--- src/sv/lpm_pkg.sv ---
// shared types, status codes and the prefix mask helper for the lpm router
package lpm_pkg;

    // result status codes
    typedef enum logic [2:0] {
        ST_ADDED        = 3'd0,
        ST_FORWARDED    = 3'd1,
        ST_DROP_TTL     = 3'd2,
        ST_DROP_NOROUTE = 3'd3,
        ST_FULL         = 3'd4
    } status_t;

    // item kinds
    localparam logic KIND_ADD    = 1'b0;
    localparam logic KIND_LOOKUP = 1'b1;

    localparam int unsigned ADDR_W = 32;
    localparam int unsigned LEN_W  = 6;
    localparam int unsigned PORT_W = 3;
    localparam int unsigned TTL_W  = 8;
    localparam logic [LEN_W-1:0] MAX_LEN = 6'd32;

    // input word
    typedef struct packed {
        logic              kind;
        logic [ADDR_W-1:0] net_prefix;
        logic [LEN_W-1:0]  mask_len;
        logic              has_next_hop;
        logic [ADDR_W-1:0] next_hop_addr;
        logic [PORT_W-1:0] egress_port;
        logic [ADDR_W-1:0] dest_addr;
        logic [TTL_W-1:0]  ttl_in;
    } request_t;

    // result word
    typedef struct packed {
        status_t           status;
        logic [PORT_W-1:0] out_port;
        logic [ADDR_W-1:0] hop_addr;
        logic [TTL_W-1:0]  ttl_out;
    } result_t;

    // one stored route
    typedef struct packed {
        logic [ADDR_W-1:0] prefix;
        logic [LEN_W-1:0]  length;
        logic              hop_valid;
        logic [ADDR_W-1:0] hop;
        logic [PORT_W-1:0] port;
    } route_t;

    // query state handed from cell to cell
    typedef struct packed {
        logic              active;
        logic [ADDR_W-1:0] dest;
        logic [TTL_W-1:0]  ttl;
        logic              found;
        logic [LEN_W-1:0]  longest;
        logic [PORT_W-1:0] port;
        logic              hop_valid;
        logic [ADDR_W-1:0] hop;
    } carry_t;

    // high-order mask of len bits, len already saturated to 32
    function automatic logic [ADDR_W-1:0] mask_of(input logic [LEN_W-1:0] len);
        logic [ADDR_W-1:0] m;
        if (len == '0)
            m = '0;
        else
            m = {ADDR_W{1'b1}} << (MAX_LEN - len);
        return m;
    endfunction

endpackage

--- src/sv/lpm_cell.sv ---
// one route cell: holds a route and refines the passing query's best match
module lpm_cell
    import lpm_pkg::*;
(
    input  logic   clk,
    input  logic   rst_n,
    input  logic   wr_en,
    input  route_t wr_route,
    input  logic   enable,
    input  carry_t carry_in,
    output carry_t carry_out
);

    route_t route_reg;
    carry_t carry_reg;
    carry_t carry_next;

    logic [ADDR_W-1:0] mask;
    logic              match;

    // route storage, written once when this cell is the next free slot
    always_ff @(posedge clk)
    begin
        if (wr_en)
        begin
            route_reg <= wr_route;
        end
    end

    // compare against the stored route; equal length lets the later cell win
    always_comb
    begin
        mask  = mask_of(route_reg.length);
        match = enable
              && ((carry_in.dest & mask) == (route_reg.prefix & mask))
              && (route_reg.length >= carry_in.longest);
        carry_next = carry_in;
        if (carry_in.active && match)
        begin
            carry_next.found     = 1'b1;
            carry_next.longest   = route_reg.length;
            carry_next.port      = route_reg.port;
            carry_next.hop_valid = route_reg.hop_valid;
            carry_next.hop       = route_reg.hop;
        end
    end

    // hand the query to the next cell
    always_ff @(posedge clk or negedge rst_n)
    begin
        if (!rst_n)
        begin
            carry_reg <= '0;
        end
        else
        begin
            carry_reg <= carry_next;
        end
    end

    assign carry_out = carry_reg;

endmodule

--- src/sv/longest_prefix_match_router.sv ---
// top level of the ipv4 longest prefix match router
// An add-route word or a datagram whose ttl is 0 or 1 is answered in the cycle after
// it is accepted. A datagram lookup walks the chain of TABLE_DEPTH route cells, each
// of which registers the query, and is answered from the result register after the
// last cell; busy stays high for that walk, so one lookup is in flight at a time. Each
// result appears on result for exactly one cycle with done high and must be taken
// then: there is no way to stall it. Routes are appended in order until TABLE_DEPTH
// are held, then further adds answer table full. No clearing is needed after reset.
module longest_prefix_match_router
    import lpm_pkg::*;
#(
    parameter int unsigned TABLE_DEPTH = 16,
    parameter int unsigned PORT_COUNT  = 8
)
(
    input  logic     clk,
    input  logic     rst_n,
    input  logic     start,
    output logic     busy,
    input  request_t request,
    output logic     done,
    output result_t  result
);

    localparam int unsigned CW = $clog2(TABLE_DEPTH + 1);
    localparam logic [CW-1:0] DEPTH_C = CW'(TABLE_DEPTH);
    localparam logic [6:0] PORT_LIMIT = 7'(PORT_COUNT);

    logic [CW-1:0] count_reg;
    logic [CW-1:0] count_next;
    logic          busy_reg;
    logic          busy_next;
    logic          done_reg;
    logic          done_next;
    result_t       result_reg;
    result_t       result_next;

    logic   accept;
    logic   do_add;
    logic   do_lookup;
    route_t new_route;
    carry_t chain [0:TABLE_DEPTH];
    carry_t tail;

    assign accept    = start && !busy_reg;
    assign do_add    = accept && (request.kind == KIND_ADD) && (count_reg != DEPTH_C);
    assign do_lookup = accept && (request.kind == KIND_LOOKUP) && (request.ttl_in > 8'd1);

    // route to append, length saturated to 32
    always_comb
    begin
        new_route.prefix    = request.net_prefix;
        new_route.length    = (request.mask_len > MAX_LEN) ? MAX_LEN
                                                            : request.mask_len;
        new_route.hop_valid = request.has_next_hop;
        new_route.hop       = request.next_hop_addr;
        new_route.port      = request.egress_port;
    end

    // query injected into the head of the chain
    always_comb
    begin
        chain[0]           = '0;
        chain[0].active    = do_lookup;
        chain[0].dest      = request.dest_addr;
        chain[0].ttl       = request.ttl_in;
    end

    // chain of route cells
    for (genvar i = 0; i < TABLE_DEPTH; i++)
    begin : g_cell
        lpm_cell u_cell (
            .clk      (clk),
            .rst_n    (rst_n),
            .wr_en    (do_add && (count_reg == CW'(i))),
            .wr_route (new_route),
            .enable   (CW'(i) < count_reg),
            .carry_in (chain[i]),
            .carry_out(chain[i+1])
        );
    end

    assign tail = chain[TABLE_DEPTH];

    // result selection and control
    always_comb
    begin
        count_next  = count_reg;
        busy_next   = busy_reg;
        done_next   = 1'b0;
        result_next = '0;
        if (tail.active)
        begin
            done_next = 1'b1;
            busy_next = 1'b0;
            if (!tail.found || ({4'b0, tail.port} >= PORT_LIMIT))
            begin
                result_next.status = ST_DROP_NOROUTE;
            end
            else
            begin
                result_next.status   = ST_FORWARDED;
                result_next.out_port = tail.port;
                result_next.hop_addr = tail.hop_valid ? tail.hop : tail.dest;
                result_next.ttl_out  = tail.ttl - 8'd1;
            end
        end
        else if (accept)
        begin
            case (request.kind)
                KIND_ADD:
                begin
                    done_next = 1'b1;
                    if (count_reg == DEPTH_C)
                    begin
                        result_next.status = ST_FULL;
                    end
                    else
                    begin
                        result_next.status = ST_ADDED;
                        count_next         = count_reg + CW'(1);
                    end
                end
                KIND_LOOKUP:
                begin
                    if (request.ttl_in > 8'd1)
                    begin
                        busy_next = 1'b1;
                    end
                    else
                    begin
                        done_next          = 1'b1;
                        result_next.status = ST_DROP_TTL;
                    end
                end
                default:
                begin
                    done_next = 1'b0;
                end
            endcase
        end
    end

    // control registers
    always_ff @(posedge clk or negedge rst_n)
    begin
        if (!rst_n)
        begin
            count_reg <= '0;
            busy_reg  <= 1'b0;
            done_reg  <= 1'b0;
        end
        else
        begin
            count_reg <= count_next;
            busy_reg  <= busy_next;
            done_reg  <= done_next;
        end
    end

    // result register
    always_ff @(posedge clk)
    begin
        result_reg <= result_next;
    end

    assign busy   = busy_reg;
    assign done   = done_reg;
    assign result = result_reg;

    // a query leaving the chain only exists during a lookup
    a_tail_busy: assert property (@(posedge clk) disable iff (!rst_n)
        tail.active |-> busy_reg)
        else $error("query left the chain while not busy");

    // the table never holds more than its depth
    a_count_max: assert property (@(posedge clk) disable iff (!rst_n)
        count_reg <= DEPTH_C)
        else $error("route count beyond table depth");

    // a route-added answer goes with one more stored route
    a_add_count: assert property (@(posedge clk) disable iff (!rst_n)
        (done_reg && (result_reg.status == ST_ADDED))
            |-> (count_reg == $past(count_reg) + CW'(1)))
        else $error("added route not counted");

    // a lookup with live ttl holds the block busy and gives no early answer
    a_lookup_busy: assert property (@(posedge clk) disable iff (!rst_n)
        do_lookup |=> (busy_reg && !done_reg))
        else $error("lookup did not enter the chain");

endmodule

--- config.mk ---
export PLATFORM = sky130hd
export DESIGN_NAME = longest_prefix_match_router
export DESIGN_NICKNAME = d
export VERILOG_FILES = /design/src/sv/lpm_pkg.sv /design/src/sv/lpm_cell.sv /design/src/sv/longest_prefix_match_router.sv
export SDC_FILE = /design/constraint.sdc
export NUM_CORES = 2
export LEC_CHECK = 0
export BUFFER_PORTS_ARGS = -buffer_cell sky130_fd_sc_hd__clkbuf_2
export CAP_MARGIN = 10
export CORE_MARGIN = 4
export CORE_UTILIZATION = 45
export CTS_CLUSTER_SIZE = 16
export DETAILED_ROUTE_END_ITERATION = 16
export GPL_TIMING_DRIVEN = 0
export SLEW_MARGIN = 20
export SYNTH_ARGS = -nofsm -noshare
export SYNTH_HDL_FRONTEND = slang
export SYNTH_SLANG_ARGS = --single-unit
--- constraint.sdc ---
create_clock -name clk -period 9.7 [get_ports clk]
set_clock_uncertainty 0.15 [all_clocks]
set_input_delay 0.485 -clock clk [delete_from_list [all_inputs] [get_ports clk]]
set_output_delay 0.485 -clock clk [all_outputs]
set_load 0.02 [all_outputs]
==> impl_results.rst <==
.. list-table::
   :header-rows: 1

   * - Metric
     - Value
   * - Net Switching
     - between 5 and 6 mW
   * - Smallest hold slack
     - 0.07283 ns
   * - Leading cell types by total area after synthesis
     - sky130_fd_sc_hd__edfxtp_1 38%, sky130_fd_sc_hd__dfrtp_1 36%, sky130_fd_sc_hd__mux2_2 7.1%, sky130_fd_sc_hd__xnor2_1 3.3%, sky130_fd_sc_hd__ha_1 2.1%
   * - Global-route usage over all layers
     - 20.52%
   * - Worst ir drop on vdd
     - 0.0001892 V
   * - Result of the run
     - completed
   * - Clock sink count
     - 2,575
   * - Type of the worst setup path
     - reg -> reg
   * - Number of instances in the synthesized netlist
     - 5,633
   * - Cell Chain, Critical Path
     - inv_1 -> ha_1 -> clkbuf_1 -> xnor2_1 -> buf_2 -> nand2_1 -> a221oi_1 -> a21oi_1 -> o41ai_1 -> a21oi_1 -> a211oi_4 -> buf_2 -> mux2_2
   * - Mapped Area
     - between 0.09 and 0.1 sq mm
   * - First-pass GRT wire length
     - 331,600 um
   * - Clock latency on the worst-skew pair
     - 0.92 ns
   * - RD Place Congestion
     - 0.9487
   * - Max Transition Viols Final
     - 0
   * - Number of clock buffers inserted by TritonCTS
     - 284
   * - Clock slew at the register clock pins of the worst setup and hold paths
     - about 0.060 ns
   * - First-pass detailed-route iteration total
     - 6
   * - Yosys warning total
     - 0
   * - CTS Hold Buffers Added
     - 87
   * - Most common cell after layout, fill and taps aside
     - sky130_fd_sc_hd__dfrtp_1
   * - Crit path buffers/inverters
     - 4
   * - CTS H-Tree Depth
     - 5
   * - # rows
     - 167
   * - Die span in y
     - 464.8 um
   * - Yosys cell types
     - 86
   * - Library cell contributing the largest single delay on the critical path
     - sky130_fd_sc_hd__a211oi_4
   * - Detail-routed net length per standard cell
     - 23.77 um
   * - IO Port Bufs
     - roughly 170
   * - Half-perimeter wire length after detailed placement
     - 158,500 um
   * - Final setup TNS
     - 0 ns
   * - DR vias/cell
     - about 5.2
   * - Sequential cell area fraction in the yosys report
     - 74.69%
   * - Max Buffers Root-to-Sink
     - 4
   * - Syn_nets
     - 5,909
   * - Synth area leader
     - sky130_fd_sc_hd__edfxtp_1
   * - Initial antenna violation count
     - 15
   * - Setup repair after global routing missed its margin
     - no
   * - Critical path launch point type
     - register
   * - Setup crit end kind
     - register
   * - Biggest cell delay along the critical path
     - 0.71 ns
   * - # resized after CTS
     - 0
   * - Die area
     - 0.2160 sq mm
   * - Via count of the first global-routing pass
     - 50,480
   * - Leading cell types in the layout, fill and taps excluded
     - 1,345 x sky130_fd_sc_hd__dfrtp_1, 1,184 x sky130_fd_sc_hd__edfxtp_1, 591 x sky130_fd_sc_hd__mux2_2
   * - Via count of the routed design
     - 47,790
   * - Mean post-synth cell area
     - 16.67 sq um
   * - Post-CTS setup-driven buffer insertion count
     - 0
   * - Area growth from synthesis to final layout
     - 17.17%
   * - I/O pin count
     - 166
   * - Fmax
     - between 150 and 200 MHz
   * - Proportion of layout cells with a drive suffix above 1
     - around 22%
   * - Portion of the clock cycle consumed by the worst path in the final layout
     - 53.39%
   * - Class of the worst hold path
     - in -> reg
   * - Final routed wirelength across all metal layers
     - 220,100 um
   * - Internal cell power
     - 19.62 mW
   * - Worst Max-Slew Pin Slew
     - approximately 1.1 ns
   * - P_leak
     - 43.95 nW
   * - Largest net degree at the start of global routing
     - 97
   * - Crit-path max FO
     - 10
   * - Leftover overflow at the end of global routing
     - 0
   * - Iteration-0 DRC count of the detailed router
     - 3,876
   * - Commonest register cell after synthesis
     - sky130_fd_sc_hd__dfrtp_1
   * - Number of design rule violations left after detail routing
     - 0
   * - Portion of synthesized cell area occupied by the leading cell type
     - between 30% and 40%
   * - #FFs+latches synth
     - 2,575
   * - Clock root cell
     - sky130_fd_sc_hd__clkbuf_16
   * - Portion of total power attributed to the clock network
     - about two fifths
   * - Count of max-cap constraint violations
     - 0
   * - Final hold violations
     - 0
   * - Fraction of registers with async set/reset
     - 52.23%
   * - Number of enable-type register cells in the synthesized netlist
     - about 1,200
   * - Number of filler instances in the final layout
     - 16,550
   * - Antenna-violating nets left
     - 0
   * - Worst slew slack as a fraction of its limit
     - 26.29%
   * - Number of nets in the layout
     - 6,528
   * - Shortest period the worst path allows
     - around 5.2 ns
   * - Number of setup violations in the final report
     - 0
   * - Initial core utilization
     - 45.30%
   * - Power Density
     - 230.2 mW/mm^2
   * - Critical path data required time
     - 10.31 ns
   * - Max reg flops
     - roughly 1,300
   * - Power consumption
     - 25.32 mW
   * - Power share of the combinational group
     - 8.4%
   * - Share of power burned in registers
     - 50.6%
   * - Placeable core region
     - roughly 0.21 sq mm
   * - Data arrival time of the critical path
     - 5.79 ns
   * - DIE WIDTH
     - 464.8 um
   * - Gate family responsible for the most delay along the worst path
     - compound AO/OA/AOI/OAI gates
   * - Switching power share of the total
     - 22.52%
   * - CTS tree
     - built
==> area by class of cell <==
class / count / area (sq um) / area share, %
clock inverter: 76 / 763.2 / 0.6938
sequential: 2575 / 70130 / 63.75
buffer: 132 / 669.4 / 0.6085
multi-input combinational: 2762 / 22710 / 20.65
tap: 2788 / 3488 / 3.171
timing repair buffer: 333 / 3321 / 3.018
clock buffer: 424 / 8297 / 7.542
inverter: 164 / 615.6 / 0.5596
antenna: 6 / 15.01 / 0.01365
==> per-layer routing <==
metal  track usage [%]  up-vias  routed length [um]
li1                  -    21620                   -
met3             2.853      543                8734
met5                 0        -                   0
met4             9.664        0               11380
met1             27.27    24280               94340
met2             33.59     1351              105600
==> logic make-up (layout without fill, tap and decap cells) <==
| logic type | Yosys count | in the layout | synth area share (%) |
|---|---|---|---|
| flops | 2575 | 2575 | 74.69 |
| simple gates | 679 | 679 | 3.691 |
| compound gates | 677 | 677 | 4.793 |
| mux | 656 | 656 | 7.797 |
| xor+xnor | 586 | 586 | 5.490 |
| buf+inv | 296 | 1129 | 1.367 |
| fa+ha+maj | 164 | 164 | 2.171 |
| other cells | 0 | 6 | 0 |
==> cell usage after synthesis (all sizes together) (34+ instances only) <==
master  instances
a21oi         151
a31oi          34
and2           47
buf            84
clkbuf         48
dfrtp        1345
dfxtp          46
edfxtp       1184
ha            158
inv           164
mux2          603
mux2i          53
nand2         125
nor2          191
nor3           67
o21ai         158
o22ai          35
xnor2         362
xor2          224
==> stage by stage <==
stage          worst slack, ns  util [%]  instance area (sq um)  std cells
4_1_cts                  4.311     53.07                 110000       9254
3_5_place_dp             4.367     48.27                 100100       8667
5_1_grt                  4.297     53.07                 110000       9258
2_1_floorplan            1.020         -                  93900       5633
6_report                 4.521     53.08                 110000       9260
3_3_place_gp            -25.61     47.38                  98210       8586
==> power groups by stage <==
stage	logic, mW	registers, mW	clock network, mW
2_1_floorplan	1.28	12.9	0
3_3_place_gp	1.98	13.1	0
3_5_place_dp	2.10	13.0	0
4_1_cts	2.17	12.8	10.6
5_1_grt	2.35	12.9	11.1
6_report	2.14	12.8	10.4
==> path summary, 6_finish.rpt <==
kind,slack (ns),start,cells past startpoint,end
max in group asynchronous,7.31,rst_n,7,g_cell[0].u_cell.carry_out[9]
worst min-delay path,0.07,request[89],1,g_cell[0].u_cell.route_reg[49]
min in group asynchronous,0.13,rst_n,3,g_cell[11].u_cell.carry_out[83]
worst max-delay path,4.52,g_cell[5].u_cell.route_reg[36],13,g_cell[5].u_cell.carry_out[30]
worst min register to register,0.15,g_cell[0].u_cell.carry_out[47],0,g_cell[1].u_cell.carry_out[47]
worst max register to register,4.52,g_cell[5].u_cell.route_reg[36],13,g_cell[5].u_cell.carry_out[30]
(Power assumes the default switching activity.)
